[config.mk]
export PLATFORM = sky130hd
export DESIGN_NAME = pscl_alu
export DESIGN_NICKNAME = d
export VERILOG_FILES = /design/src/hdl/pscl_pkg.sv /design/src/hdl/pscl_alu.sv
export SDC_FILE = /design/constraint.sdc
export NUM_CORES = 1
export LEC_CHECK = 0
export BUFFER_PORTS_ARGS = -buffer_cell sky130_fd_sc_hd__buf_4
export CAP_MARGIN = 25
export CORE_MARGIN = 5
export CORE_UTILIZATION = 60
export DETAILED_ROUTE_END_ITERATION = 6
export PLACE_DENSITY = 0.93
export SYNTH_ARGS = -nofsm -noshare
export SYNTH_HDL_FRONTEND = slang
export SYNTH_SLANG_ARGS = --single-unit
[constraint.sdc]
create_clock -name vclk -period 17
set_input_delay 1.7 -clock vclk [all_inputs]
set_output_delay 1.7 -clock vclk [all_outputs]
set_load 0.05 [all_outputs]
[src/hdl/pscl_pkg.sv]
// Package for the polar SC list decoder: sizes, fixed-point limits,
// the min-star correction table and the shared-unit control types.
// No dependencies; every hdl file imports it.
package pscl_pkg;

    localparam int CODE_LENGTH  = 64;
    localparam int LIST_MAX     = 8;
    localparam int LLR_WIDTH    = 16;
    localparam int METRIC_WIDTH = 24;

    localparam int LOG_N   = $clog2(CODE_LENGTH);
    localparam int HALF_N  = CODE_LENGTH / 2;
    localparam int HALF_W  = LOG_N - 1;
    localparam int PATH_W  = (LIST_MAX > 1) ? $clog2(LIST_MAX) : 1;
    localparam int CNT_W   = $clog2(LIST_MAX + 1);
    localparam int CAND_W  = $clog2(2 * LIST_MAX);
    localparam int CW      = $clog2(2 * LIST_MAX + 1) + 1;
    localparam int LVL_W   = (LOG_N > 1) ? $clog2(LOG_N) : 1;
    localparam int K_W     = LOG_N + 2;
    localparam int CORR_LEN = 14;
    localparam int CORR_W   = 4;
    localparam int SUM_W    = ((METRIC_WIDTH > LLR_WIDTH) ? METRIC_WIDTH : LLR_WIDTH) + 2;

    localparam logic signed [LLR_WIDTH-1:0] LLR_MAX_V = {1'b0, {(LLR_WIDTH-1){1'b1}}};
    localparam logic [METRIC_WIDTH-1:0] METRIC_MAX_V = {METRIC_WIDTH{1'b1}};

    // Shared unit operations
    typedef enum logic [1:0] {
        OP_F,
        OP_G,
        OP_PM
    } alu_op_t;

    typedef struct packed {
        alu_op_t op;
        logic    u;
        logic    exact;
    } alu_ctl_t;

    // round(16*ln(1+exp(-k/4))) on k = magnitude >> 2, zero past the table
    function automatic logic [CORR_W-1:0] corr_lut(input logic [LLR_WIDTH+1:0] m);
        logic [LLR_WIDTH-1:0] k;
        logic [CORR_W-1:0]    v;
        k = m[LLR_WIDTH+1:2];
        v = '0;
        if (k < LLR_WIDTH'(CORR_LEN)) begin
            case (k[3:0])
                4'd0:    v = 4'd11;
                4'd1:    v = 4'd9;
                4'd2:    v = 4'd8;
                4'd3:    v = 4'd6;
                4'd4:    v = 4'd5;
                4'd5:    v = 4'd4;
                4'd6:    v = 4'd3;
                4'd7:    v = 4'd3;
                4'd8:    v = 4'd2;
                4'd9:    v = 4'd2;
                default: v = 4'd1;
            endcase
        end
        return v;
    endfunction

    // clamp to +-LLR_MAX
    function automatic logic signed [LLR_WIDTH-1:0] sat_llr(input logic signed [LLR_WIDTH+1:0] v);
        logic signed [LLR_WIDTH+1:0] hi;
        hi = (LLR_WIDTH+2)'(LLR_MAX_V);
        if (v > hi) return LLR_MAX_V;
        if (v < -hi) return -LLR_MAX_V;
        return v[LLR_WIDTH-1:0];
    endfunction

endpackage

[src/hdl/pscl_alu.sv]
// Shared arithmetic unit: f node (min-sum or min-star), g node and
// path metric update with saturation. Depends on pscl_pkg.
module pscl_alu import pscl_pkg::*; (
    input  alu_ctl_t                       ctl,
    input  logic signed [LLR_WIDTH-1:0]    a_in,
    input  logic signed [LLR_WIDTH-1:0]    b_in,
    input  logic [METRIC_WIDTH-1:0]        pm_in,
    output logic signed [LLR_WIDTH-1:0]    llr_out,
    output logic [METRIC_WIDTH-1:0]        pm_out
);

    logic [LLR_WIDTH-1:0]          ma, mb, mn;
    logic signed [LLR_WIDTH+1:0]   sum_ab, dif_ab, f_base, f_raw, g_raw;
    logic [LLR_WIDTH+1:0]          msum, mdif;
    logic                          both_fin, a_pos;
    logic [SUM_W-1:0]              pen, pm_sum;

    // magnitudes and sums
    always_comb begin
        ma = LLR_WIDTH'(a_in[LLR_WIDTH-1] ? -a_in : a_in);
        mb = LLR_WIDTH'(b_in[LLR_WIDTH-1] ? -b_in : b_in);
        mn = (ma < mb) ? ma : mb;
        sum_ab = (LLR_WIDTH+2)'(a_in) + (LLR_WIDTH+2)'(b_in);
        dif_ab = (LLR_WIDTH+2)'(a_in) - (LLR_WIDTH+2)'(b_in);
        msum = sum_ab[LLR_WIDTH+1] ? -sum_ab : sum_ab;
        mdif = dif_ab[LLR_WIDTH+1] ? -dif_ab : dif_ab;
        both_fin = (ma < LLR_MAX_V) && (mb < LLR_MAX_V);
    end

    // f and g nodes
    always_comb begin
        f_base = $signed({2'b00, mn});
        if (a_in == '0 || b_in == '0) begin
            f_raw = '0;
        end else if (a_in[LLR_WIDTH-1] != b_in[LLR_WIDTH-1]) begin
            f_raw = -f_base;
        end else begin
            f_raw = f_base;
        end
        if (ctl.exact && both_fin) begin
            f_raw = f_raw + $signed({{(LLR_WIDTH-2){1'b0}}, corr_lut(msum)})
                          - $signed({{(LLR_WIDTH-2){1'b0}}, corr_lut(mdif)});
        end
        g_raw = ctl.u ? -dif_ab : sum_ab;
        llr_out = sat_llr((ctl.op == OP_G) ? g_raw : f_raw);
    end

    // metric: penalty when the hard decision disagrees with u, plus the correction in exact mode
    always_comb begin
        a_pos = !a_in[LLR_WIDTH-1] && (a_in != '0);
        pen = (a_pos == ctl.u) ? SUM_W'(ma) : '0;
        if (ctl.exact && (ma < LLR_MAX_V)) begin
            pen = pen + SUM_W'(corr_lut({2'b00, ma}));
        end
        pm_sum = SUM_W'(pm_in) + pen;
        if (ctl.op != OP_PM) begin
            pm_out = pm_in;
        end else if (pm_sum > SUM_W'(METRIC_MAX_V)) begin
            pm_out = METRIC_MAX_V;
        end else begin
            pm_out = pm_sum[METRIC_WIDTH-1:0];
        end
    end

endmodule

==> reports/metrics.cfg <==
[placed_design]
port_buffers=100
gp_congestion=1.05
hpwl_um=24700
pre_cts_slack_ps=5300

[floorplan]
die_w_um=131
fp.dieArea_um2=17100
num_rows=44
initial_utilization_pct=60.5
core-area_um2=14400
ios=100
die_h_um=131

[synth]
synth_warnings=0
syn_avg_cell_area_um2=6.87
syn-cell-area_um2=8730
synth.top_cell.area_share_pct=14.2
synth_top_family_by_area=simple AND/OR/NAND/NOR gates
synthSimpleGateAreaFrac_pct=30.3
synth_fp_nets=1437
netlist_top_cells_area=ha_1, xnor2_1, a21oi_1
yosysTopAreaCell=ha_1
yosysUniqueCellTypes=110
synth.mux.area_fraction_pct=4.97
yosys.area_share.xor_xnor_pct=11.3
synthCells=1270
synth_compound_area_share_pct=30.2
yosysSeqAreaShare_pct=0
synth_fa_ha_area_share_pct=16.0

[min_path]
hold_end=pm_out[18]
hp-start=pm_in[18]
hold_path.class=primary input to output pin
holdPathStages=3

[drt]
routedWlPerCell_um=19.7
wl_um=29800
antenna_left=0
viasPerCell=6.75
first_iter_violations=1187
vias=10200
drc=1
drtPass1Iterations=7

[sta]
tightest_slew_ps=976
worst_slack_ps=4970
drv_slew=0
setup_violations=0
final.period_utilization_pct=70.8
fin_tns_setup_ps=0
maxSlewHeadroom_pct=34.7
hold_viol=0
grt_setup_unrepaired=false
max_freq_mhz=83.1
final.min_clock_period_ps=12030

[setup_path]
slowest_delay_ps=650
slowest_stage=nor4_2
crit_arrival_ps=10330
start_kind=primary input
cp.required_ps=15300
crit_family=simple AND/OR/NAND/NOR gates
cp_max_fo=26
worstSetupPathType=primary input to output pin
cp-end-kind=output pin
cp_num_buf_inv=4

[cells_and_area]
layout-drive-gt1-share_pct=14.1
clock_buffers=0
final_nets=1499
antenna_cells=0
seqCellArea_um2=0
flops_and_latches=0
syn_to_final_growth_pct=8.84
n_fill_cell=1328

[power_and_ir_drop]
p_per_area_nw_per_um2=82.8
vdd_drop_max_mv=0.0634
finalPower_mw=0.787
leakage_nw=4.12

[outcome]
status=complete, but fails checks
violations=design-rule violations

[grt]
grt_pass1_wl_um=47600
antenna_found_initial=0
grt_overflow=0
track_usage_pct=33.9
grt_max_degree=34
grt_pass1_vias=9160

[clock_tree]
post_cts_resized=0
cts_setup_buffers=0
ctsHoldBuffers=0

[job]
drv_cap=0

[stage by stage]
step	utilization, %	instances	area (um2)	hold WS (ps)
6_report	65.9	1514	9500	3800
5_1_grt	65.9	1514	9500	3830
4_1_cts	65.9	1514	9500	3800
3_5_place_dp	65.9	1514	9500	3800
3_3_place_gp	65.9	1514	9500	3800
2_1_floorplan	-	1270	8730	3680
[worst max-delay path by stage]
stage                  from          to  cells past startpoint
finish              a_in[5]  llr_out[3]                     31
floorplan           a_in[7]  llr_out[0]                     34
global placement    a_in[5]  llr_out[6]                     32
detailed placement  a_in[5]  llr_out[3]                     32
CTS                 a_in[5]  llr_out[3]                     32
global route        a_in[1]  llr_out[5]                     34
[power breakdown]
group / total (mW) / leakage [nW] / internal, mW / switching [mW]
sequential: 0 / 0 / 0 / 0
combinational: 0.787 / 4.12 / 0.291 / 0.495
clock: 0 / 0 / 0 / 0
total: 0.787 / 4.12 / 0.291 / 0.495
[area by class of cell]
| type | instances | area [um2] | share of cell area, % |
|---|---|---|---|
| inverters | 90 | 338 | 3.56 |
| multi-input cells | 1130 | 8110 | 85.3 |
| well taps | 184 | 230 | 2.42 |
| repair buffers | 110 | 826 | 8.69 |
[placed cells by master (no fill, tap or decap), types with 11 or more instances in the layout]
master and instances:
buf_4 110, nor2_1 109, ha_1 99, a21oi_1 94, nand2_1 92, inv_1 88
xnor2_1 79, o21ai_0 52, nor3_1 46, nand3_1 40, xor2_1 30, a31oi_1 27
nor2b_1 25, a21o_1 23, nand2b_1 22, mux2i_1 22, or3_1 20, and3_1 19
nor4_1 18, o21a_1 18, nand4_1 17, mux2_2 17, o211ai_1 17, or2_2 15
a211oi_1 12, o31ai_1 11
[cells in the mapped netlist, drive strengths merged (24+ instances only)]
| library cell | instances |
|---|---|
| nand2 | 93 |
| a21oi | 95 |
| ha | 99 |
| xnor2 | 79 |
| nor2 | 110 |
| clkbuf | 24 |
| o21ai | 64 |
| buf | 26 |
| a31oi | 28 |
| xor2 | 32 |
| nor3 | 48 |
| nor2b | 28 |
| inv | 89 |
| nand3 | 42 |
[routing by layer]
layer  up-vias  share of wire (%)  global-route usage, %  routed length [um]
li1       4825                  -                      -                   -
met1      4712                 43                   47.8               12700
met2       614                 45                   56.5               13400
met3        63                9.9                   2.93                2950
met4         0                2.5                   6.96                 743
met5         -                  0                      0                   0
[cells by family (layout without fill, tap and decap cells)]
kind of cell | count (synthesis) | after routing
AOI/OAI and AO/OA | 379 | 379
xor gates and xnor gates | 111 | 111
adders and majority gates | 107 | 107
buffers and inverters | 140 | 200
muxes | 40 | 40
other | 1 | 1
and+or+nand+nor | 492 | 492
Power figures use the tool's default switching activity.
